$ cat config.mk
export PLATFORM = sky130hd
export DESIGN_NAME = fuvt_seen_cell
export DESIGN_NICKNAME = d
export VERILOG_FILES = /design/src/hdl/first_unique_value_tracker_core_macros.svh /design/src/hdl/fuvt_pkg.sv /design/src/hdl/fuvt_seen_cell.sv
export SDC_FILE = /design/constraint.sdc
export NUM_CORES = 1
export LEC_CHECK = 0
export BUFFER_PORTS_ARGS = -buffer_cell sky130_fd_sc_hd__buf_2
export CAP_MARGIN = 10
export CORE_ASPECT_RATIO = 1.25
export CORE_MARGIN = 3
export CORE_UTILIZATION = 25
export CTS_BUF_LIST = sky130_fd_sc_hd__clkbuf_4 sky130_fd_sc_hd__clkbuf_8
export DETAILED_ROUTE_END_ITERATION = 10
export PLACE_DENSITY = 0.46
export SYNTH_ARGS = -nofsm -noshare
export SYNTH_HDL_FRONTEND = slang
export SYNTH_SLANG_ARGS = --single-unit
export TNS_END_PERCENT = 5
$ cat constraint.sdc
create_clock -name clk -period 2.6 [get_ports clk]
set_clock_uncertainty 0.1 [all_clocks]
set_input_delay 0.52 -clock clk [delete_from_list [all_inputs] [get_ports clk]]
set_output_delay 0.52 -clock clk [all_outputs]
set_load 0.02 [all_outputs]
$ cat src/hdl/first_unique_value_tracker_core_macros.svh
// Assertion macros for the first unique value tracker.
// Used by the top level; needs clk and arst_n in the including scope.
`ifndef FIRST_UNIQUE_VALUE_TRACKER_CORE_MACROS_SVH
`define FIRST_UNIQUE_VALUE_TRACKER_CORE_MACROS_SVH

// Checks that a condition holds at every clock edge outside reset.
`define FUVT_ASSERT_ALWAYS(lbl, cond, msg) \
	lbl: assert property (@(posedge clk) disable iff (!arst_n) (cond)) else $error(msg);

// Checks that a condition implies a consequence at the following clock edge.
`define FUVT_ASSERT_NEXT(lbl, ante, cons, msg) \
	lbl: assert property (@(posedge clk) disable iff (!arst_n) (ante) |=> (cons)) \
		else $error(msg);

`endif

$ cat src/hdl/fuvt_pkg.sv
// Shared types and constants for the first unique value tracker.
// Used by the table cell, the list cell and the top level.
package fuvt_pkg;

	localparam int VALUE_W = 32;
	localparam int TABLE_DEPTH = 64;
	localparam logic [VALUE_W-1:0] NONE_VALUE = {VALUE_W{1'b1}};

	typedef struct packed {
		logic cmp;
		logic upd;
		logic append;
	} fuvt_ctl_t;

endpackage

$ cat src/hdl/fuvt_seen_cell.sv
// One entry of the table of seen values: stored value, valid bit and match flag.
// Depends on fuvt_pkg.
module fuvt_seen_cell (
	input  logic                             clk,
	input  logic                             arst_n,
	input  fuvt_pkg::fuvt_ctl_t              ctl,
	input  logic [fuvt_pkg::VALUE_W-1:0]     v,
	input  logic                             prev_valid,
	output logic                             valid,
	output logic                             match
);

	logic [fuvt_pkg::VALUE_W-1:0] value_q;
	logic                         valid_q;
	logic                         match_q;

	always_ff @(posedge clk or negedge arst_n) begin
		if (!arst_n) begin
			valid_q <= 1'b0;
			match_q <= 1'b0;
		end else begin
			if (ctl.cmp) begin
				match_q <= valid_q && (value_q == v);
			end
			if (ctl.upd && ctl.append && !valid_q && prev_valid) begin
				valid_q <= 1'b1;
			end
		end
	end

	always_ff @(posedge clk) begin
		if (ctl.upd && ctl.append && !valid_q && prev_valid) begin
			value_q <= v;
		end
	end

	assign valid = valid_q;
	assign match = match_q;

endmodule

==> results of run 1 <==
[routing by layer]
layer  global-route usage  wire [µm]
met5                    0          0
met4              0.05034         34
met3              0.03375        165
met2               0.1256       1283
met1               0.1039       1069
[final cells by class]
class,instances,area [µm²]
Clock buffer,6,76.32
Clock inverter,2,37.54
Tap cell,62,77.57
Multi-Input combinational cell,46,377.9
Fill cell,546,3408
Inverter,1,3.754
Timing Repair Buffer,42,232.7
Sequential cell,34,1011
[stage by stage]
| stage | cell area, µm² | power, µW | setup slack, ns | instances |
|---|---|---|---|---|
| CTS | 1817 | 1222 | 0.6565 | 193 |
| global route | 1817 | 1260 | 0.6003 | 193 |
| detailed placement | 1693 | 735.1 | 0.3879 | 184 |
| finish | 1817 | 1203 | 0.7469 | 193 |
| floorplan | 1393 | 678.6 | 0.6665 | 81 |
| global placement | 1693 | 731.9 | 0.4259 | 184 |
[synth_stat cells]
| cell | count | area share |
|---|---|---|
| inv_1 | 1 | 0.0027 |
| xnor2_1 | 12 | 0.075 |
| nand4_1 | 4 | 0.018 |
| or2_2 | 1 | 0.0045 |
| or4_1 | 1 | 0.0054 |
| edfxtp_1 | 32 | 0.69 |
| nand3_1 | 1 | 0.0036 |
| dfrtp_1 | 2 | 0.036 |
| nor4_1 | 5 | 0.022 |
| xor2_1 | 20 | 0.13 |
| o22ai_2 | 1 | 0.0090 |
| and4b_1 | 1 | 0.0072 |
[worst max-delay path: cells and delay by family (launching register included)]
family / cells / cell delay (ns)
xor gates and xnor gates: 1 / 0.15
and+or+nand+nor: 3 / 1.06
DFF: 1 / 0.38
AOI/OAI and AO/OA: 1 / 0.10
[registers in the layout, indices dropped and copies added (netlist names)]
register / flops
value_q: 32
match: 1
valid: 1
[power by group through the flow]
stage / sequential (µW) / clock, µW / combinational, µW
after floorplan: 641 / 0 / 37.8
after global placement: 638 / 0 / 93.7
after detailed placement: 638 / 0 / 97.0
after CTS: 626 / 498 / 97.9
after global routing: 628 / 524 / 107
final: 626 / 481 / 95.6
[cells by family after synthesis]
logic type	synth area share
compound gates	0.008983
xor+xnor	0.2013
buf+inv	0.002693
flops	0.7260
simple gates	0.06109
[worst paths after layout]
kind,end,depth (start not counted)
max,match,5
min in group asynchronous,match,2
max reg2reg,match,5
min,value_q[15],1
min reg2reg,valid,1
max in group asynchronous,valid,2
[what timing repair did]
item / in CTS / in global routing
hold buffers: 1 / 0
buffers inserted: 0 / 0
endpoints found under the hold margin: 2 / 0
setup endpoints to repair: 0 / 0
==> key figures, run 1 <==
Outcome
  – Status: completed

Synthesis
  – Cell area after synthesis: 1393 µm²
  – Post-Synthesis Cells: 81
  – Syn. warnings: 0
  – Syn Area/Cell: 17.19 µm²
  – Share of the yosys chip area belonging to registers: 0.7260
  – Synth unique cells: 12
  – Mapped Nets: 119
  – #FFs+latches synth: 34

Timing
  – Max_slew headroom: 0.6561
  – Fin crit share: 0.7127
  – Achievable frequency: 0.5396 GHz
  – Final hold slack: 0.3342 ns
  – Fin. Hold Viols: 0
  – Period minus WS final: 1.853 ns
  – RSZ-0062 raised after global routing: false
  – Final setup vio count: 0
  – Fin Setup TNS: 0 ns
  – Slew Limit Fails: 0
  – Worst slew pin tran: 0.5154 ns

Drt
  – Violation count after the first detailed-routing iteration: 15
  – Post-DRT Antenna Nets: 0
  – Routed via count: 811
  – DRT Pass-1 Iters: 4
  – DR WL/cell: 13.23 µm
  – Detailed-route DRC error count: 0
  – Post-Route WL: 2553 µm
  – Vias per std cell: 4.202

Setup path
  – Slowest cell on crit path: or4_1
  – Crit-path max FO: 1
  – CP arrival: 1.96 ns
  – CP Class: flip-flop to flip-flop
  – CP startpoint kind: flip-flop
  – CP endpoint kind: flip-flop
  – Reg-to-reg critical path startpoint: value_q[1]
  – WP data required: 2.71 ns
  – Critical Path Start: value_q[1]
  – Critical path cell sequence: xor2_1, nor4_1, nand4_1, or4_1, o22ai_2
  – Register-to-register setup slack: 0.75 ns
  – Max incr delay on CP: 0.57 ns

Place
  – Gpl congestion: 0.7172
  – IO Port Bufs: 39
  – Hpwl dp: 2051 µm

CTS
  – Bufs on Longest Clock Path: 2
  – # H-tree levels: 2
  – Num CTS Buffers: 5
  – Post_cts resized: 0
  – Clock root buffer: clkbuf_8
  – Latest clock arrival within the worst-skew pair: 0.28 ns
  – Clock slew at reported path FFs: 0.07 ns
  – Clock sink count: 34
  – TritonCTS clock tree: built

Layout
  – Utilization after layout: 0.3477
  – Proportion of layout cells with a drive suffix above 1: 0.3893
  – Most frequent cells in the layout: buf_2, edfxtp_1, xor2_1, xnor2_1
  – Layout Nets: 168
  – P&R area growth vs syn: 30.46%
  – Diode count: 0
  – Commonest non-fill, non-tap cell in the layout: buf_2

Floorplanning
  – Initial core utilization: 0.2665
  – Row cnt: 29
  – Die Ht: 89.45 µm
  – Die ar.: 6508 µm²
  – IO Pins: 40
  – Core Area: 5225 µm²
  – DIE WIDTH: 72.76 µm

Global route
  – Initial antenna violation count: 0
  – GRT Total Usage: 0.08483
  – Grt ovf: 0
  – Pin count of the biggest net entering global routing: 17
  – First-pass GRT wire length: 3995 µm
  – Vias in the first global route: 881

Power and ir drop
  – Switching share of total power: 0.1992
  – Share of power burned in combinational logic: 0.079
  – NetSw: 239.6 µW
  – Peak supply drop: 0.3702 mV
  – Clock network fraction of design power: 0.400
  – P_leak: 0.0006660 µW
  – Power Density: 662.0 nW/µm²
  – Int Power: 963.1 µW
  – Flop pwr share: 0.521

Min path
  – Hold_sp: v[15]
  – Hold Crit Class: input pin to flip-flop

Flow run
  – Max_cap viols: 0
Note: power is estimated with default switching activity, not from simulation.
==> run 2: changes to the inputs <==
- ABC_AREA: not set -> 1
- clock period: 2.6 -> 1.9 ns (I/O delays scaled with it)
==> run 2 against run 1 <==
Sequential cell count unchanged; cell count rose by 55%; clock-buffer cell count unchanged; total power up 28%; setup slack worse by 0.21 ns; clock power increased by 8.9%; global-route usage is 0.053 points lower; final area rose by 11%; core utilization is 1.1 points lower; wire length up 12%; critical path type is now flip-flop to primary output; largest power group unchanged.
==> key figures, run 2 <==
Setup path
  – Slowest cell on crit path: dfrtp_1 (was or4_1)
  – CP endpoint kind: primary output (was flip-flop)
  – CP Class: flip-flop to primary output (was flip-flop to flip-flop)
  – CP arrival: 0.89 ns (was 1.96 ns)
  – Crit-path max FO: 4 (was 1)
  – WP data required: 1.42 ns (was 2.71 ns)
  – Max incr delay on CP: 0.42 ns (was 0.57 ns)
  – Critical path cell sequence: buf_2 (was xor2_1, nor4_1, nand4_1, or4_1, o22ai_2)
  – CP bufs+invs: 1 (was 0)
  – Family with the most delay on the worst path: flip-flops (was simple AND/OR/NAND/NOR gates)
  – CP startpoint kind: flip-flop (unchanged)

Global route
  – First-pass GRT wire length: 4823 µm (was 3995 µm)
  – Grt ovf: 0 (unchanged)
  – Initial antenna violation count: 0 (unchanged)
  – M3 GR Usage: 0.02930 (was 0.03375)
  – Global route hottest layer: met2 (unchanged)
  – Met1 usage: 0.1036 (was 0.1039)
  – Vias in the first global route: 1082 (was 881)
  – GR met2 Demand/Resource: 0.1326 (was 0.1256)
  – Pin count of the biggest net entering global routing: 34 (was 17)
  – GRT Total Usage: 0.08429 (was 0.08483)

Drt
  – Violation count after the first detailed-routing iteration: 33 (was 15)
  – DR WL/cell: 9.550 µm (was 13.23 µm)
  – Detailed-route DRC error count: 0 (unchanged)
  – DRT Pass-1 Iters: 6 (was 4)
  – Post-Route WL: 2865 µm (was 2553 µm)
  – Routed via count: 1136 (was 811)
  – Vias per std cell: 3.787 (was 4.202)
  – Post-DRT Antenna Nets: 0 (unchanged)

Layout
  – P&R area growth vs syn: 26.50% (was 30.46%)
  – Non-filler cells, final: 300 (was 193)
  – Area of the multi-input gates: 450.4 µm² (was 377.9 µm²)
  – Diode count: 0 (unchanged)
  – Biggest register: value_q (unchanged)
  – Commonest non-fill, non-tap cell in the layout: nand2_1 (was buf_2)
  – Most frequent cells in the layout: nand2_1, inv_1, buf_2, edfxtp_1, nor2_1 (was buf_2, edfxtp_1, xor2_1, xnor2_1)
  – Proportion of layout cells with a drive suffix above 1: 0.2248 (was 0.3893)
  – Fill count: 626 (was 546)
  – Storage cell area: 1011 µm² (unchanged)
  – Layout Nets: 255 (was 168)
  – Max reg flops: 32 (unchanged)

Synthesis
  – Mapped Nets: 207 (was 119)
  – Share of the yosys chip area belonging to registers: 0.6317 (was 0.7260)
  – Post-synth top cells: nand2_1, inv_1, edfxtp_1 (was edfxtp_1, xor2_1, xnor2_1)
  – Syn Area/Cell: 9.469 µm² (was 17.19 µm²)
  – #FFs+latches synth: 34 (unchanged)
  – Async SR Flop Fraction: 0.05882 (unchanged)
  – Main synth FF type: edfxtp_1 (unchanged)
  – Yosys top cell area share: 0.6005 (was 0.6900)
  – EDFF count, synth: 32 (unchanged)
  – Post-Synthesis Cells: 169 (was 81)
  – Synth area leader: edfxtp_1 (unchanged)
  – Synth unique cells: 12 (unchanged)
  – Syn. warnings: 0 (unchanged)
  – Synth area leaders: edfxtp_1, nand2_1, inv_1 (was edfxtp_1, xor2_1, xnor2_1)
  – Cell area after synthesis: 1600 µm² (was 1393 µm²)
  – Count leader, synth: nand2_1 (was edfxtp_1)

Floorplanning
  – IO Pins: 40 (unchanged)
  – Core Area: 6012 µm² (was 5225 µm²)
  – Initial core utilization: 0.2662 (was 0.2665)
  – Row cnt: 31 (was 29)
  – Die Ht: 95.45 µm (was 89.45 µm)
  – DIE WIDTH: 77.56 µm (was 72.76 µm)
  – Die ar.: 7403 µm² (was 6508 µm²)

CTS
  – Clock root buffer: clkbuf_8 (unchanged)
  – TritonCTS clock tree: built (unchanged)
  – Clock sink count: 34 (unchanged)
  – Post-CTS Setup Bufs: 0 (unchanged)
  – Latest clock arrival within the worst-skew pair: 0.28 ns (about the same)
  – Num CTS Buffers: 5 (unchanged)
  – Bufs on Longest Clock Path: 2 (unchanged)
  – # H-tree levels: 2 (unchanged)
  – Clock slew at reported path FFs: 0.07 ns (about the same)

Timing
  – Fin Setup TNS: 0 ns (unchanged)
  – RSZ-0062 raised after global routing: false (unchanged)
  – Fin crit share: 0.7195
  – Period minus WS final: 1.367 ns
  – Fin. Hold Viols: 0 (unchanged)
  – Slew Limit Fails: 0 (unchanged)
  – Achievable frequency: 0.7315 GHz
  – Max_slew headroom: 0.8721 (was 0.6561)
  – Worst slew pin tran: 0.1919 ns (was 0.5154 ns)
  – Final setup vio count: 0 (unchanged)

Place
  – Hpwl dp: 2115 µm (was 2051 µm)
  – IO Port Bufs: 39 (unchanged)
  – Placed cells: 291 (was 184)
  – Gpl congestion: 0.6783 (was 0.7172)

Flow run
  – Max_cap viols: 0 (unchanged)

Outcome
  – Status: completed (unchanged)

Min path
  – Hold Crit Class: input pin to flip-flop (unchanged)

Power and ir drop
  – Peak supply drop: 0.4244 mV (was 0.3702 mV)
  – Power Density: 757.6 nW/µm² (was 662.0 nW/µm²)
  – P_leak: 0.0009441 µW (was 0.0006660 µW)
==> run 2: path summary, 6_finish.rpt <==
check,depth (start not counted),startpoint,end,slack (ns)
max,1,valid,valid,0.53
min,1,v[20],value_q[20],0.20
max reg2reg,2,valid,value_q[17],0.59
min reg2reg,2,match,match,0.40
max in group asynchronous,2,arst_n,match,1.28
min in group asynchronous,2,arst_n,valid,0.32
==> run 2: kinds of logic (layout without fill, tap and decap cells) <==
group,after synthesis,after routing,share of synthesized area
AOI/OAI and AO/OA,2,2,0.006255
xor gates and xnor gates,12,12,0.06568
DFF,34,34,0.6317
and+or+nand+nor,81,81,0.2025
buffers and inverters,40,89,0.09382
==> run 2: where the power goes <==
group	internal, µW	switching (µW)	leakage, µW	total, µW
Combinational	71.7	79.9	0.000585	152
Sequential	845	12.9	0.000313	858
Clock	266	258	0.0000460	524
Total	1180	351	0.000944	1530
==> run 2: routing by layer <==
metal | vias up | wire length (µm)
li1 | 613 | -
met1 | 490 | 1320
met2 | 29 | 1320
met3 | 4 | 188
met4 | 0 | 34
met5 | - | 0
==> run 2: per-stage QoR <==
step                      setup slack (ns)    util  hold slack [ns]  cell area (µm²)  power, µW
final                               0.5330  0.3367           0.1984             2024       1534
after global routing                0.4488  0.3367           0.1818             2024       1631
after CTS                           0.5092  0.3367           0.1851             2024       1571
after detailed placement            0.5310  0.3209          0.07024             1929       1028
after global placement              0.5216  0.3209          0.07118             1929       1026
after floorplan                    0.02346       -         -0.01559             1612      950.5
==> run 2: repair_timing <==
| action | CTS | global route |
|---|---|---|
| gates resized for setup | 0 | 0 |
| hold buffers | 1 | 0 |
| endpoints found under the hold margin | 2 | 0 |
==> run 2: area by class of cell <==
type | instances | area share
Clock inverter | 2 | 0.004326
Clock buffer | 6 | 0.03770
Inverter | 40 | 0.07417
Timing Repair Buffer | 41 | 0.1112
Multi-Input combinational cell | 95 | 0.2225
Sequential cell | 34 | 0.4994
Tap cell | 82 | 0.05068
==> run 3: changes to the inputs <==
- PLACE_DENSITY: 0.46 -> 0.47
- clock period: 1.9 -> 1.15 ns (I/O delays scaled with it)
==> run 3 against run 2 <==
Non-clock buffer count grew 1; clock-buffer cell count shrank 1; sequential share of layout area shrank 1.6 points; critical path type unchanged; first-iteration DRC count grew 70%; the run now ends with negative setup slack left.
==> key figures, run 3 (synthesized netlist as in run 2, its figures left out) <==
Global route
  – Vias in the first global route: 1149 (was 1082)
  – Grt ovf: 0 (unchanged)
  – Initial antenna violation count: 0 (unchanged)
  – GRT Total Usage: 0.09214 (was 0.08429)
  – First-pass GRT wire length: 5195 µm (was 4823 µm)
  – Pin count of the biggest net entering global routing: 34 (unchanged)

Timing
  – Period minus WS final: 1.290 ns
  – Max_slew headroom: 0.8719 (was 0.8721)
  – Fin Setup TNS: -2.538 ns (was 0 ns)
  – Fin crit share: 1.122
  – Worst Slack Setup Final: -0.1399 ns (was 0.5330 ns)
  – Slew Limit Fails: 0 (unchanged)
  – Final hold slack: 0.03787 ns (was 0.1984 ns)
  – Fin. Hold Viols: 0 (unchanged)
  – Achievable frequency: 0.7752 GHz
  – Worst slew pin tran: 0.1921 ns (was 0.1919 ns)
  – RSZ-0062 raised after global routing: true (was false)
  – Final setup vio count: 35 (was 0)

Outcome
  – Failing checks: negative setup slack
  – Status: finished with violations (was completed)

Setup path
  – CP Class: flip-flop to primary output (unchanged)
  – R2R cell count: 2 (unchanged)
  – WP data required: 0.82 ns (was 1.42 ns)
  – Critical R2R Capture: value_q[28] (was value_q[17])
  – Register-to-register setup slack: -0.08 ns (was 0.59 ns)
  – Reg-to-reg critical path startpoint: valid (unchanged)
  – CP arrival: 0.96 ns (was 0.89 ns)
  – CP startpoint kind: flip-flop (unchanged)
  – CP endpoint kind: primary output (unchanged)
  – Crit-path max FO: 3 (was 4)

CTS
  – Clock root buffer: clkbuf_8 (unchanged)
  – TritonCTS clock tree: built (unchanged)
  – Bufs on Longest Clock Path: 2 (unchanged)
  – Clock sink count: 34 (unchanged)
  – Num CTS Buffers: 5 (unchanged)
  – Post-CTS Setup Bufs: 0 (unchanged)
  – # H-tree levels: 2 (unchanged)
  – Clock slew at reported path FFs: 0.08 ns (was 0.07 ns)
  – Latest clock arrival within the worst-skew pair: 0.29 ns (was 0.28 ns)

Layout
  – Biggest register: value_q (unchanged)
  – Proportion of layout cells with a drive suffix above 1: 0.2374 (was 0.2248)
  – Commonest non-fill, non-tap cell in the layout: nand2_1 (unchanged)
  – P&R area growth vs syn: 30.81% (was 26.50%)
  – Fill count: 626 (unchanged)
  – Max reg flops: 32 (unchanged)
  – Storage cell area: 1012 µm² (was 1011 µm²)
  – Most frequent cells in the layout: nand2_1, inv_1, buf_2, edfxtp_1, nor2_1 (unchanged)
  – Utilization after layout: 0.3482 (was 0.3367)
  – Diode count: 0 (unchanged)
  – Area of the multi-input gates: 452.9 µm² (was 450.4 µm²)
  – Layout Nets: 256 (was 255)

Min path
  – Hold_sp: v[16] (was v[20])
  – Hold Crit Class: input pin to flip-flop (unchanged)
  – Min-Delay Endpoint: value_q[16] (was value_q[20])
  – Min-Delay Path Depth: 1 (unchanged)

Drt
  – DR WL/cell: 9.884 µm (was 9.550 µm)
  – Vias per std cell: 3.787 (about the same)
  – Post-DRT Antenna Nets: 0 (unchanged)
  – Violation count after the first detailed-routing iteration: 56 (was 33)
  – Detailed-route DRC error count: 0 (unchanged)
  – Post-Route WL: 2975 µm (was 2865 µm)
  – Routed via count: 1140 (was 1136)
  – DRT Pass-1 Iters: 4 (was 6)

Floorplanning
  – Die Ht: 95.45 µm (unchanged)
  – Core Area: 6012 µm² (unchanged)
  – Initial core utilization: 0.2662 (unchanged)
  – IO Pins: 40 (unchanged)
  – Row cnt: 31 (unchanged)
  – DIE WIDTH: 77.56 µm (unchanged)
  – Die ar.: 7403 µm² (unchanged)

Power and ir drop
  – Power Density: 1438 nW/µm² (was 757.6 nW/µm²)
  – Total power: 3010 µW (was 1534 µW)
  – Peak supply drop: 0.8788 mV (was 0.4244 mV)
  – P_leak: 0.0009720 µW (was 0.0009441 µW)

Place
  – Gpl congestion: 0.6459 (was 0.6783)
  – Hpwl dp: 2242 µm (was 2115 µm)
  – IO Port Bufs: 39 (unchanged)
  – Dpl ws: -0.1200 ns (was 0.5310 ns)

Flow run
  – Max_cap viols: 0 (unchanged)
run 3: changes by cell type in the layout (fill, tap and decap cells not counted):
cell	change
buf_6	+2
bufinv_16	+2
buf_2	-1
clkbuf_4	-1
clkinv_2	-1
dfrtp_1	-1
dfrtp_2	+1
nor2_1	-1
nor2_2	+1
run 3: per-layer routing:
layer,up-vias,GRT usage,part of all wire
li1,618,-,-
met2,29,0.1527,0.46
met5,-,0,0
met3,7,0.03970,0.072
met1,486,0.1018,0.44
met4,0,0.04451,0.023
run 3: stage by stage:
stage | area [µm²] | cells
6_report | 2093 | 301
2_1_floorplan | 1613 | 169
3_5_place_dp | 1938 | 292
4_1_cts | 2093 | 301
5_1_grt | 2093 | 301
3_3_place_gp | 1938 | 292
run 3: layout make-up:
| type | count | share of cell area |
|---|---|---|
| inverter | 40 | 0.07173 |
| timing repair buffer | 42 | 0.1160 |
| multi-input combinational | 95 | 0.2164 |
| tap | 82 | 0.04901 |
| clock buffer | 5 | 0.03288 |
| sequential | 34 | 0.4836 |
| clock inverter | 3 | 0.03048 |
run 3: how the worst max path moves through the flow:
stage,from,end
6_report,valid,valid
3_3_place_gp,valid,value_q[18]
4_1_cts,valid,valid
3_5_place_dp,valid,value_q[18]
5_1_grt,value_q[26],match
2_1_floorplan,valid,value_q[0]
run 3: repair_timing:
item	in CTS	in global routing
hold buffers	1	0
gates resized for setup	4	0
pin swaps	2	2
endpoints found under the hold margin	2	0
endpoints found under the setup margin	36	36
run 3: critical path, cell delays in order (launching register included):
cell and delay (ns):
dfrtp_2 0.43, buf_6 0.12, buf_6 0.12
run 3: report_power, final:
group	switching (µW)	internal (µW)
clock network	452	858
logic	140	143
registers	20.1	1400
total	612	2400
