## src/hdl/first_unique_value_tracker_core_macros.svh

```systemverilog
// Assertion macros for the first unique value tracker.
// Used by the top level; needs clk and arst_n in the including scope.
`ifndef FIRST_UNIQUE_VALUE_TRACKER_CORE_MACROS_SVH
`define FIRST_UNIQUE_VALUE_TRACKER_CORE_MACROS_SVH

// Checks that a condition holds at every clock edge outside reset.
`define FUVT_ASSERT_ALWAYS(lbl, cond, msg) \
	lbl: assert property (@(posedge clk) disable iff (!arst_n) (cond)) else $error(msg);

// Checks that a condition implies a consequence at the following clock edge.
`define FUVT_ASSERT_NEXT(lbl, ante, cons, msg) \
	lbl: assert property (@(posedge clk) disable iff (!arst_n) (ante) |=> (cons)) \
		else $error(msg);

`endif

```

## src/hdl/fuvt_pkg.sv

```systemverilog
// Shared types and constants for the first unique value tracker.
// Used by the table cell, the list cell and the top level.
package fuvt_pkg;

	localparam int VALUE_W = 32;
	localparam int TABLE_DEPTH = 64;
	localparam logic [VALUE_W-1:0] NONE_VALUE = {VALUE_W{1'b1}};

	typedef struct packed {
		logic cmp;
		logic upd;
		logic append;
	} fuvt_ctl_t;

endpackage

```

## src/hdl/fuvt_list_cell.sv

```systemverilog
// One place of the arrival-ordered list of unique values.
// It closes up from its right neighbor or takes a new value. Depends on fuvt_pkg.
module fuvt_list_cell (
	input  logic                             clk,
	input  logic                             arst_n,
	input  fuvt_pkg::fuvt_ctl_t              ctl,
	input  logic [fuvt_pkg::VALUE_W-1:0]     v,
	input  logic                             prev_valid,
	input  logic [fuvt_pkg::VALUE_W-1:0]     next_value,
	input  logic                             next_valid,
	input  logic                             shift,
	output logic [fuvt_pkg::VALUE_W-1:0]     value,
	output logic                             valid,
	output logic                             match
);

	logic [fuvt_pkg::VALUE_W-1:0] value_q;
	logic                         valid_q;
	logic                         match_q;
	logic                         load;

	assign load = ctl.upd && !shift && ctl.append && !valid_q && prev_valid;

	always_ff @(posedge clk or negedge arst_n) begin
		if (!arst_n) begin
			valid_q <= 1'b0;
			match_q <= 1'b0;
		end else begin
			if (ctl.cmp) begin
				match_q <= valid_q && (value_q == v);
			end
			if (ctl.upd && shift) begin
				valid_q <= next_valid;
			end else if (load) begin
				valid_q <= 1'b1;
			end
		end
	end

	always_ff @(posedge clk) begin
		if (ctl.upd && shift) begin
			value_q <= next_value;
		end else if (load) begin
			value_q <= v;
		end
	end

	assign value = value_q;
	assign valid = valid_q;
	assign match = match_q;

endmodule

```

## config.mk

```make
export PLATFORM = sky130hd
export DESIGN_NAME = fuvt_list_cell
export DESIGN_NICKNAME = d
export VERILOG_FILES = /design/src/hdl/first_unique_value_tracker_core_macros.svh /design/src/hdl/fuvt_pkg.sv /design/src/hdl/fuvt_list_cell.sv
export SDC_FILE = /design/constraint.sdc
export NUM_CORES = 1
export LEC_CHECK = 0
export ABC_AREA = 1
export BUFFER_PORTS_ARGS = -buffer_cell sky130_fd_sc_hd__buf_2
export CORE_AREA = 3 3 71 73
export CTS_CLUSTER_SIZE = 30
export DETAILED_ROUTE_END_ITERATION = 16
export DIE_AREA = 0 0 74 76
export GPL_TIMING_DRIVEN = 0
export PLACE_DENSITY = 0.79
export SLEW_MARGIN = 20
export SYNTH_ARGS = -nofsm -noshare
export SYNTH_HDL_FRONTEND = slang
export SYNTH_SLANG_ARGS = --single-unit
```

## constraint.sdc

```tcl
create_clock -name clk -period 2.2 [get_ports clk]
set_input_delay 0.11 -clock clk [delete_from_list [all_inputs] [get_ports clk]]
set_output_delay 0.11 -clock clk [all_outputs]
set_load 0.05 [all_outputs]
```

==> metrics, run 1 <==
status=completed; highest metal layer with signal wires=met4; H-Tree Depth=2; end of the worst register-to-register path=value[5]; sum of negative setup slack=0 ns; total length of routed wires=5120 µm; drt pass-1 iters=4; count of final setup violators=0; number of synthesized register bits=34; CTS tree=yes; Worst Hold Depth=4; register clock-pin slew on the reported worst setup and hold paths=approximately 0.060 ns; clk_lat worst skew=roughly 0.27 ns; internal reg-to-reg setup slack=approximately 0.61 ns; number of distinct library cells after synthesis=19; final routed wire length divided by cell count=about 12 µm; Power Dens Cells=~610 nW/µm²; switching share of power=31.3%; post-route fraction of the period consumed by the critical path=72.2%; core box area=4410 µm²; Max Transition Viols Final=0; clk root buf=sky130_fd_sc_hd__clkbuf_8; P&R area growth vs syn=34.3%; Hold EP=match; wire length of the first global-routing pass=around 8000 µm; cells after synthesis=between 200 and 300; count of nets after finishing=between 400 and 500; Post-Synthesis Cell Area=between 1500 and 2000 µm²; count of buffers added by post-CTS timing repair for setup=0; drt first-iter violations=between 80 and 90; NetSw=between 0.0005 and 0.0006 W; die height=76 µm; met3 wire len=385 µm; total I/O pin count=between 100 and 150; clock sink count=34; detailed-placement wirelength estimate=between 4000 and 5000 µm; Filler Cell Count=just over 400; fraction of layout cells with a size suffix above 1=between 30% and 40%; proportion of synthesized chip area in sequential cells=between 50 and 60%; internal power=0.00111 W; count of yosys warnings during synthesis=0; classification of the worst-slack hold path=in2reg; hold slack final=between 0.08 and 0.09 ns; Layout Skew=~0.0042 ns; startpoint of the lowest-slack register-to-register path=valid; nets in the synthesized netlist=329; leak pwr=between 1 and 1.5 nW; Final Hold Violating Endpoints=0; Reg power frac=~49%; Placer Congestion=approximately 0.80; category of the critical setup timing path=reg2reg; data required time of the worst path=about 2.1 ns; # port buffers=about 110; Non-Filler Instances=~420; post-route DRC violation count=0; sum of overflow across all layers after global routing=0; capturing element type of the critical path=flip-flop; max-slew headroom at the worst pin=between 50% and 60%; routed wl met2=~2500 µm; initial antenna violation count=0; width of the chip=approximately 74 µm; Critical Path Source Type=flip-flop; count of maximum capacitance violations=0; slew at the pin with the worst max-slew slack=between 0.6 and 0.7 ns; number of CTS-inserted buffers=5; proportion of power drawn by the clock network=about 26%; via total after detailed routing=between 1500 and 2000; antenna diode count=0; beginning of the worst hold path=ctl[2]; die area=about 5600 µm²; number of rows in the core area=24; GRT Overall Usage=18.8%; deepest clock path buffer count=2; combinational power share=approximately a quarter; unrepaired setup endpoints after global routing=false; pin count of the biggest net entering global routing=33; minimum period implied by the final worst setup slack=about 1.6 ns; synthesized area per cell=7.67 µm²; final antenna-violating net count=0; highest clock frequency the design can meet=0.630 GHz; arrival time of data at the critical path endpoint=about 1.5 ns; WL met1=~2200 µm; count of placed standard cells including taps=slightly above 400; worst supply voltage drop on vdd=between 0.3 and 0.4 mV; initial standard-cell utilization of the core=between 40% and 50%; average via count per standard cell=4.56; biggest fanout along the worst timing path=32; utilization after layout=approximately three fifths; via count of the first global-routing pass=around 1900; worst r2r path cells=4
stage by stage:
stage          worst slack, ns  cell area (µm²)  total power [W]
2_1_floorplan            0.278             1970          0.00107
3_3_place_gp             0.221             2560          0.00121
3_5_place_dp             0.610             2560          0.00121
4_1_cts                  0.592             2650          0.00164
5_1_grt                  0.494             2650          0.00170
6_report                 0.612             2650          0.00162
placed cells by master, fill, tap and decap left out, types with 2 or more instances in the layout:
cell type                  synthesis  routed
sky130_fd_sc_hd__clkbuf_1          1       3
sky130_fd_sc_hd__clkbuf_8          0       5
sky130_fd_sc_hd__nand4_1           6       6
sky130_fd_sc_hd__xor2_1            2       2
sky130_fd_sc_hd__edfxtp_1         32      32
sky130_fd_sc_hd__o21ai_0          21      21
sky130_fd_sc_hd__nand3_1           3       3
sky130_fd_sc_hd__xnor2_1           9       9
sky130_fd_sc_hd__inv_1            42      41
sky130_fd_sc_hd__a21oi_1           2       2
sky130_fd_sc_hd__nor2_1           13      13
sky130_fd_sc_hd__buf_2             5     110
sky130_fd_sc_hd__dfrtp_1           2       2
sky130_fd_sc_hd__nor2_2            2       2
sky130_fd_sc_hd__inv_2             1       2
sky130_fd_sc_hd__nand2_1         112     112
how the worst max path moves through the flow:
stage / start / to / depth (start not counted)
finish: valid / value[5] / 4
global route: valid / value[5] / 4
CTS: valid / value[11] / 4
detailed placement: valid / value[11] / 4
floorplan: valid / value[0] / 4
global placement: valid / value[10] / 4
synth_stat cells:
| master | count | area (µm²) |
|---|---|---|
| sky130_fd_sc_hd__nand4_1 | 6 | 37.5 |
| sky130_fd_sc_hd__a21oi_1 | 2 | 10.0 |
| sky130_fd_sc_hd__clkbuf_1 | 1 | 3.75 |
| sky130_fd_sc_hd__nand2_1 | 112 | 420 |
| sky130_fd_sc_hd__nor2_2 | 2 | 12.5 |
| sky130_fd_sc_hd__dfrtp_1 | 2 | 50.1 |
| sky130_fd_sc_hd__buf_2 | 5 | 25.0 |
| sky130_fd_sc_hd__and2_1 | 1 | 6.26 |
| sky130_fd_sc_hd__xnor2_1 | 9 | 78.8 |
| sky130_fd_sc_hd__inv_1 | 42 | 158 |
| sky130_fd_sc_hd__o21ai_0 | 21 | 105 |
| sky130_fd_sc_hd__nor2_1 | 13 | 48.8 |
| sky130_fd_sc_hd__nand3_1 | 3 | 15.0 |
| sky130_fd_sc_hd__or2_2 | 1 | 6.26 |
| sky130_fd_sc_hd__inv_2 | 1 | 3.75 |
| sky130_fd_sc_hd__o21ai_1 | 1 | 5.00 |
| sky130_fd_sc_hd__xor2_1 | 2 | 17.5 |
| sky130_fd_sc_hd__edfxtp_1 | 32 | 961 |
| sky130_fd_sc_hd__nand2_2 | 1 | 6.26 |
per-layer routing:
metal | track usage [%] | vias up
met4 | 6.52 | 0
met2 | 31.8 | 72
li1 | - | 1022
met5 | 0 | -
met1 | 23.4 | 826
met3 | 3.43 | 5
what timing repair did:
action,CTS,global route
endpoints found under the hold margin,2,0
gates resized for setup,0,0
setup endpoints to repair,0,0
hold buffers,1,0
cell families after synthesis:
group	Yosys count	share of synthesized area, %
AND/OR/NAND/NOR	139	28.1
AO/OA/AOI/OAI	24	6.09
XOR/XNOR	11	4.89
buffers and inverters	49	9.65
flip-flops	34	51.3
critical path: stages (launching register included):
cell and delay, ns:
sky130_fd_sc_hd__dfrtp_1 0.41, sky130_fd_sc_hd__inv_1 0.08, sky130_fd_sc_hd__nand4_1 0.06, sky130_fd_sc_hd__and2_1 0.16
sky130_fd_sc_hd__inv_2 0.51
sequential cells by signal, indices dropped and copies added (netlist names):
register,flops
match,1
value,32
valid,1
final cells by class:
type                    instances  area (µm²)  share of cell area, %
well taps                      52        65.1                   2.46
inverters                      43         161                   6.10
flip-flops and latches         34        1010                   38.2
multi-input cells             174         769                   29.1
plain buffers                   6        28.8                   1.09
clock buffers                   7        76.3                   2.88
repair buffers                106         536                   20.2
power groups by stage:
stage | clock (W) | combinational, W | sequential (W)
after floorplan | 0 | 0.000134 | 0.000935
after global placement | 0 | 0.000405 | 0.000802
after detailed placement | 0 | 0.000411 | 0.000803
after CTS | 0.000439 | 0.000413 | 0.000790
after global routing | 0.000455 | 0.000452 | 0.000795
final | 0.000420 | 0.000410 | 0.000790
Power figures use the tool's default switching activity.
==> run 2, diff against run 1 <==
Settings changed: CORE_AREA 3 3 71 73 to 3 3 75 77, DIE_AREA 0 0 74 76 to 0 0 78 80, PLACE_DENSITY 0.79 to 0.74.
Clock period 2.2 ns to 1.32 ns, I/O delays scaled along.
==> run 2 against run 1 <==
Against the previous run: worst hold slack got worse by 0.042 ns; sequential power increased by 67%; clock power increased by 72%; sequential share of layout area decreased by 1.3 points.
==> metrics, run 2 (synthesis results as in run 1) <==
status=completed (unchanged); proportion of power drawn by the clock network=26.2% (was 25.9%); arrival time of data at the critical path endpoint=1.22 ns (was 1.49 ns); clk_lat worst skew=0.28 ns (was 0.27 ns); P&R area growth vs syn=39.2% (was 34.3%); beginning of the worst hold path=next_valid (was ctl[2]); initial standard-cell utilization of the core=38.8% (was 44.6%); CTS tree=yes (unchanged); total length of routed wires=5240 µm (was 5120 µm); post-route fraction of the period consumed by the critical path=92.9% (was 72.2%); H-Tree Depth=2 (unchanged); combinational power share=26.0% (was 25.3%); wire length of the first global-routing pass=8210 µm (was 8220 µm); final antenna-violating net count=0 (unchanged); Non-Filler Instances=446 (was 422); count of placed standard cells including taps=432 (was 414); NetSw=0.000877 W (was 0.000506 W); # port buffers=105 (unchanged); hold slack final=0.0453 ns (was 0.0873 ns); drt first-iter violations=115 (was 86); detailed-placement wirelength estimate=4030 µm (was 4070 µm); antenna diode count=0 (unchanged); max-slew headroom at the worst pin=68.7% (was 54.4%); switching share of power=31.9% (was 31.3%); unrepaired setup endpoints after global routing=false (unchanged); Layout Skew=0.00450 ns (was 0.00422 ns); die height=80 µm (was 76 µm); width of the chip=78 µm (was 74 µm); sum of overflow across all layers after global routing=0 (unchanged); Power Dens Cells=1000 nW/µm² (was 612 nW/µm²); CP max-delay cell=sky130_fd_sc_hd__dfrtp_2 (was sky130_fd_sc_hd__inv_2); capturing element type of the critical path=flip-flop (unchanged); Placer Congestion=0.779 (was 0.800); startpoint of the lowest-slack register-to-register path=valid (unchanged); register clock-pin slew on the reported worst setup and hold paths=0.07 ns (was 0.06 ns); count of maximum capacitance violations=0 (unchanged); number of CTS-inserted buffers=5 (unchanged); worst supply voltage drop on vdd=0.529 mV (was 0.321 mV); via total after detailed routing=1966 (was 1925); area after detailed placement=2590 µm² (was 2560 µm²); drt pass-1 iters=4 (unchanged); clk root buf=sky130_fd_sc_hd__clkbuf_8 (unchanged); design area=2740 µm² (was 2650 µm²); Final Hold Violating Endpoints=0 (unchanged); count of final setup violators=0 (unchanged); highest-count cells in the layout ignoring fill and taps=112 x sky130_fd_sc_hd__nand2_1, 110 x sky130_fd_sc_hd__buf_2, 40 x sky130_fd_sc_hd__inv_1, 32 x sky130_fd_sc_hd__edfxtp_1, 21 x sky130_fd_sc_hd__o21ai_0 (was 112 x sky130_fd_sc_hd__nand2_1, 110 x sky130_fd_sc_hd__buf_2, 41 x sky130_fd_sc_hd__inv_1, 32 x sky130_fd_sc_hd__edfxtp_1, 21 x sky130_fd_sc_hd__o21ai_0); critical-path cell list=inv_2, nand4_1, and2_4, clkinvlp_4, buf_12 (was inv_1, nand4_1, and2_1, inv_2); pin count of the biggest net entering global routing=17 (was 33); Reg power frac=47.8% (was 48.8%); launching instance or port of the critical path=valid (unchanged); Max Transition Viols Final=0 (unchanged); clock sink count=34 (unchanged); deepest clock path buffer count=2 (unchanged); biggest fanout along the worst timing path=16 (was 32); Critical Path Source Type=flip-flop (unchanged); via count of the first global-routing pass=1825 (was 1904); core box area=5070 µm² (was 4410 µm²); initial antenna violation count=0 (unchanged); PnR Total Power=0.00275 W (was 0.00162 W); total I/O pin count=106 (unchanged); die area=6240 µm² (was 5620 µm²); classification of the worst-slack hold path=in2reg (unchanged); slew at the pin with the worst max-slew slack=0.469 ns (was 0.684 ns); leak pwr=1.44 nW (was 1.41 nW); final routed wire length divided by cell count=11.7 µm (was 12.1 µm); delay of the slowest critical-path stage=0.42 ns (was 0.51 ns); number of flip-flops in the largest register=32 (unchanged); internal power=0.00188 W (was 0.00111 W); GRT Overall Usage=16.7% (was 18.8%); post-route DRC violation count=0 (unchanged); highest clock frequency the design can meet=0.816 GHz (was 0.630 GHz); most common library cell in the layout ignoring fill and taps=sky130_fd_sc_hd__nand2_1 (unchanged); minimum period implied by the final worst setup slack=1.23 ns (was 1.59 ns); count of nets after finishing=447 (was 442); category of the critical setup timing path=reg2reg (unchanged); fraction of layout cells with a size suffix above 1=34.8% (was 32.7%); average via count per standard cell=4.41 (was 4.56); number of rows in the core area=26 (was 24); data required time of the worst path=1.31 ns (was 2.11 ns)
run 2: layer usage:
metal,vias to the layer above,GRT usage (%),share of wire [%]
met4,0,3.67,0.92
li1,1032,-,-
met3,6,4.18,7.6
met1,856,21.5,43
met2,72,28.6,48
met5,-,0,0
run 2: path summary, 6_finish.rpt:
path	end	slack [ns]	cells after the start
worst max-delay path	value[19]	0.09	5
worst min-delay path	valid	0.05	3
worst max register to register	value[19]	0.09	5
worst min register to register	match	0.49	2
max in group asynchronous	valid	1.12	2
min in group asynchronous	valid	0.10	2
run 2: worst max-delay path: cells and delay by family (launching register included):
| family | cells | cell delay, ns |
|---|---|---|
| simple gates | 2 | 0.23 |
| buf+inv | 3 | 0.28 |
| flops | 1 | 0.42 |
run 2: power by group through the flow:
stage                     combinational (W)  clock (W)  sequential [W]
after global placement             0.000685          0         0.00134
final                              0.000715   0.000721         0.00132
after floorplan                    0.000228          0         0.00156
after detailed placement           0.000695          0         0.00134
after CTS                          0.000723   0.000751         0.00132
after global routing               0.000787   0.000791         0.00133
run 2: metrics by stage:
step	setup slack (ns)	utilization (%)	TNS (ns)
2_1_floorplan	-0.277	-	-8.85
3_5_place_dp	-0.362	51.1	-11.53
3_3_place_gp	-0.357	51.1	-11.40
6_report	0.0943	54.0	0
4_1_cts	0.0506	53.9	0
5_1_grt	0.0145	54.0	0
run 2: what timing repair did:
item / in CTS / in global routing
hold buffers: 1 / 0
cloned: 1 / 0
setup buffers: 4 / 0
gates resized for setup: 1 / 1
hold endpoints to repair: 2 / 0
setup endpoints to repair: 32 / 1
pin swaps: 0 / 0
run 2: cell type report:
cell class	count	area [µm²]
multi-input cells	174	782
fillers	514	2330
flip-flops and latches	34	1010
repair inverters	1	7.51
clock buffers	6	72.6
well taps	70	87.6
inverters	43	165
repair buffers	110	578
clock inverters	2	8.76
plain buffers	6	28.8
==> run 3, diff against run 2 <==
Settings changed: ABC_AREA 1 to unset, CORE_AREA 3 3 75 77 to 3 3 72 74, DIE_AREA 0 0 78 80 to 0 0 75 77, PLACE_DENSITY 0.74 to 0.75.
==> run 3 against run 2 <==
Against the previous run: the run now ends with setup timing left; clock power up 2%; non-clock buffer count down 6; setup slack worse by 0.45 ns; synthesized area down 9.1%; critical path depth unchanged; critical path type unchanged.
==> metrics, run 3 <==
violations in the final reports=setup timing; final antenna-violating net count=0 (unchanged); drt first-iter violations=61 (was 115); detailed-placement wirelength estimate=3400 µm (was 4030 µm); width of the chip=75 µm (was 78 µm); post-route fraction of the period consumed by the critical path=127% (was 92.9%); number of synthesized flops with an enable pin=32 (unchanged); end of the worst register-to-register path=match (was value[19]); cell types with the highest counts after synthesis=32 x sky130_fd_sc_hd__edfxtp_1, 22 x sky130_fd_sc_hd__mux2_2, 20 x sky130_fd_sc_hd__xor2_1 (was 112 x sky130_fd_sc_hd__nand2_1, 42 x sky130_fd_sc_hd__inv_1, 32 x sky130_fd_sc_hd__edfxtp_1); via count of the first global-routing pass=1367 (was 1825); biggest fanout along the worst timing path=2 (was 16); count of nets after finishing=308 (was 447); Final Hold Violating Endpoints=0 (unchanged); sum of overflow across all layers after global routing=0 (unchanged); count of cell instances traversed by the critical path=5 (unchanged); max-slew headroom at the worst pin=79.8% (was 68.7%); category of the critical setup timing path=reg2reg (unchanged); nets in the synthesized netlist=191 (was 329); clock sink count=34 (unchanged); global-route met3 utilization=4.33% (was 4.18%); cells after synthesis=119 (was 257); wire length of the first global-routing pass=6540 µm (was 8210 µm); xor and xnor area share after synthesis=15.7% (was 4.89%); P&R area growth vs syn=43.0% (was 39.2%); deepest clock path buffer count=2 (unchanged); worst setup path endpoint=match (was value[19]); worst r2r path cells=5 (unchanged); core box area=4660 µm² (was 5070 µm²); number of synthesized register bits=34 (unchanged); highest-count cells in the layout ignoring fill and taps=108 x sky130_fd_sc_hd__buf_2, 32 x sky130_fd_sc_hd__edfxtp_1, 22 x sky130_fd_sc_hd__mux2_2, 20 x sky130_fd_sc_hd__xor2_1, 12 x sky130_fd_sc_hd__xnor2_1 (was 112 x sky130_fd_sc_hd__nand2_1, 110 x sky130_fd_sc_hd__buf_2, 40 x sky130_fd_sc_hd__inv_1, 32 x sky130_fd_sc_hd__edfxtp_1, 21 x sky130_fd_sc_hd__o21ai_0); fraction of layout cells with a size suffix above 1=62.9% (was 34.8%); GRT Overall Usage=15.3% (was 16.7%); classification of the worst-slack hold path=in2reg (unchanged); data required time of the worst path=1.52 ns (was 1.31 ns); final routed wire length divided by cell count=15.9 µm (was 11.7 µm); minimum period implied by the final worst setup slack=1.67 ns (was 1.23 ns); number of rows in the core area=25 (was 26); count of yosys warnings during synthesis=0 (unchanged); final worst-path setup slack=-0.352 ns (was 0.0943 ns); slew at the pin with the worst max-slew slack=0.301 ns (was 0.469 ns); count of final setup violators=1 (was 0); number of distinct library cells after synthesis=18 (was 19); met2 global-route usage=23.7% (was 28.6%); simple-gate share of the synthesized area=5.31% (was 28.1%); compound-gate portion of the synthesized area=1.61% (was 6.10%); count of maximum capacitance violations=0 (unchanged); main combinational cell family by area after synthesis=multiplexers (was simple AND/OR/NAND/NOR gates); arithmetic-cell share of the synthesized area counting full adders, half adders and majority gates=0% (unchanged); leak pwr=1.08 nW (was 1.44 nW); Critical Path Source Type=flip-flop (unchanged); Crit path max-delay family=simple AND/OR/NAND/NOR gates (was flip-flops); startpoint of the lowest-slack register-to-register path=value[23] (was valid); dominant cell by count in the synthesized netlist=sky130_fd_sc_hd__edfxtp_1 (was sky130_fd_sc_hd__nand2_1); post-route DRC violation count=0 (unchanged); via total after detailed routing=1435 (was 1966); number of CTS-inserted buffers=5 (unchanged); Max Transition Viols Final=0 (unchanged); crit path buf inv count=0 (was 3); status=finished, violations left (was completed); M1 GR Usage=20.6% (was 21.5%); CP max-delay cell=sky130_fd_sc_hd__or4_4 (was sky130_fd_sc_hd__dfrtp_2); number of flip-flops in the largest register=32 (unchanged); async set-or-reset flop fraction in the synthesized netlist=5.88% (unchanged); die area=5780 µm² (was 6240 µm²); Power Dens Cells=1060 nW/µm² (was 1000 nW/µm²); mux cell area share after synthesis=20.1% (was 0%); initial standard-cell utilization of the core=38.4% (was 38.8%); unrepaired setup endpoints after global routing=true (was false); Post-Synthesis Cell Area=1790 µm² (was 1970 µm²); total I/O pin count=106 (unchanged); drt pass-1 iters=4 (unchanged); critical-path cell list=xor2_1, nor4_1, nand4_1, or4_4, o22ai_2 (was inv_2, nand4_1, and2_4, clkinvlp_4, buf_12); sum of negative setup slack=-0.352 ns (was 0 ns); largest area contributor in the netlist=sky130_fd_sc_hd__edfxtp_1 (unchanged); register clock-pin slew on the reported worst setup and hold paths=0.07 ns (about the same); total length of routed wires=4640 µm (was 5240 µm); CTS tree=yes (unchanged); pin count of the biggest net entering global routing=17 (unchanged); arrival time of data at the critical path endpoint=1.88 ns (was 1.22 ns); worst supply voltage drop on vdd=0.468 mV (was 0.529 mV); clk root buf=sky130_fd_sc_hd__clkbuf_8 (unchanged); hold slack final=0.0218 ns (was 0.0453 ns); antenna diode count=0 (unchanged); launching instance or port of the critical path=value[23] (was valid); synthesized area per cell=15.0 µm² (was 7.67 µm²); Area contributors post-synth=sky130_fd_sc_hd__edfxtp_1 54%, sky130_fd_sc_hd__mux2_2 14%, sky130_fd_sc_hd__xor2_1 9.8% (was sky130_fd_sc_hd__edfxtp_1 49%, sky130_fd_sc_hd__nand2_1 21%, sky130_fd_sc_hd__inv_1 8.0%); highest clock frequency the design can meet=0.598 GHz (was 0.816 GHz); Placer Congestion=0.751 (was 0.779); average via count per standard cell=4.93 (was 4.41); count of buffers added by post-CTS timing repair for setup=0 (was 4); delay of the slowest critical-path stage=0.50 ns (was 0.42 ns); capturing element type of the critical path=flip-flop (unchanged); initial antenna violation count=0 (unchanged); H-Tree Depth=2 (unchanged); routing layer with the top usage in global route=met2 (unchanged); internal reg-to-reg setup slack=-0.35 ns (was 0.09 ns); clk_lat worst skew=0.28 ns (about the same); most used flip-flop cell after synthesis=sky130_fd_sc_hd__edfxtp_1 (unchanged); Layout Skew=0.00537 ns (was 0.00450 ns); utilization after layout=55.0% (was 54.0%); fraction of synthesized cell area taken by the top area cell type=53.7% (was 48.8%); most common library cell in the layout ignoring fill and taps=sky130_fd_sc_hd__buf_2 (was sky130_fd_sc_hd__nand2_1); die height=77 µm (was 80 µm); # port buffers=105 (unchanged); proportion of synthesized chip area in sequential cells=56.5% (was 51.3%)
run 3: cell count changes in the layout (fill, tap and decap cells not counted), moves of 13 or more:
| cell | before | now |
|---|---|---|
| sky130_fd_sc_hd__mux2_2 | 0 | 22 |
| sky130_fd_sc_hd__nand2_1 | 112 | 2 |
| sky130_fd_sc_hd__nor2_1 | 13 | 0 |
| sky130_fd_sc_hd__o21ai_0 | 21 | 0 |
| sky130_fd_sc_hd__inv_1 | 40 | 1 |
| sky130_fd_sc_hd__xor2_1 | 2 | 20 |
run 3: worst min path at each step:
| stage | start | end | cells past startpoint |
|---|---|---|---|
| finish | next_valid | valid | 2 |
| global route | next_valid | valid | 2 |
| CTS | next_valid | valid | 2 |
| detailed placement | arst_n | match | 1 |
| global placement | arst_n | match | 1 |
| floorplan | arst_n | match | 0 |
run 3: logic make-up (layout without fill, tap and decap cells):
group / after synthesis / count (layout)
xor gates and xnor gates: 32 / 32
and+or+nand+nor: 14 / 14
buffers and inverters: 4 / 119
DFF: 34 / 34
AOI/OAI and AO/OA: 3 / 6
muxes: 32 / 32
run 3: cell type report:
type | instances | area [µm²]
multi-input cells | 84 | 835
inverters | 1 | 3.75
well taps | 54 | 67.6
plain buffers | 3 | 15.0
repair buffers | 107 | 546
clock buffers | 6 | 72.6
clock inverters | 2 | 10.0
fillers | 391 | 2100
flip-flops and latches | 34 | 1010
run 3: timing repair:
action / CTS / global route
pin swaps: 6 / 1
endpoints found under the setup margin: 40 / 16
hold buffers: 2 / 0
gates resized for setup: 7 / 3
gates cloned: 2 / 1
endpoints found under the hold margin: 3 / 0
run 3: per-stage QoR:
step,std cells,power [W],instance area [µm²],worst slack [ns]
floorplan,119,0.00174,1800,-0.559
global placement,278,0.00196,2390,-0.414
detailed placement,278,0.00197,2390,-0.410
CTS,290,0.00274,2540,-0.355
global route,291,0.00283,2560,-0.430
finish,291,0.00271,2560,-0.352
run 3: per-layer routing:
metal | vias to the layer above | wire length [µm] | part of all wire, %
met5 | - | 0 | 0
met2 | 75 | 2150 | 46
met1 | 669 | 2040 | 44
li1 | 686 | - | -
met3 | 5 | 397 | 8.6
met4 | 0 | 52 | 1.1
run 3: power breakdown:
part / total (W) / internal [W] / switching, W / leakage (nW)
logic: 0.000668 / 0.000256 / 0.000413 / 0.710
clock network: 0.000737 / 0.000365 / 0.000372 / 0.0450
registers: 0.00130 / 0.00126 / 0.0000400 / 0.326
total: 0.00271 / 0.00189 / 0.000824 / 1.08
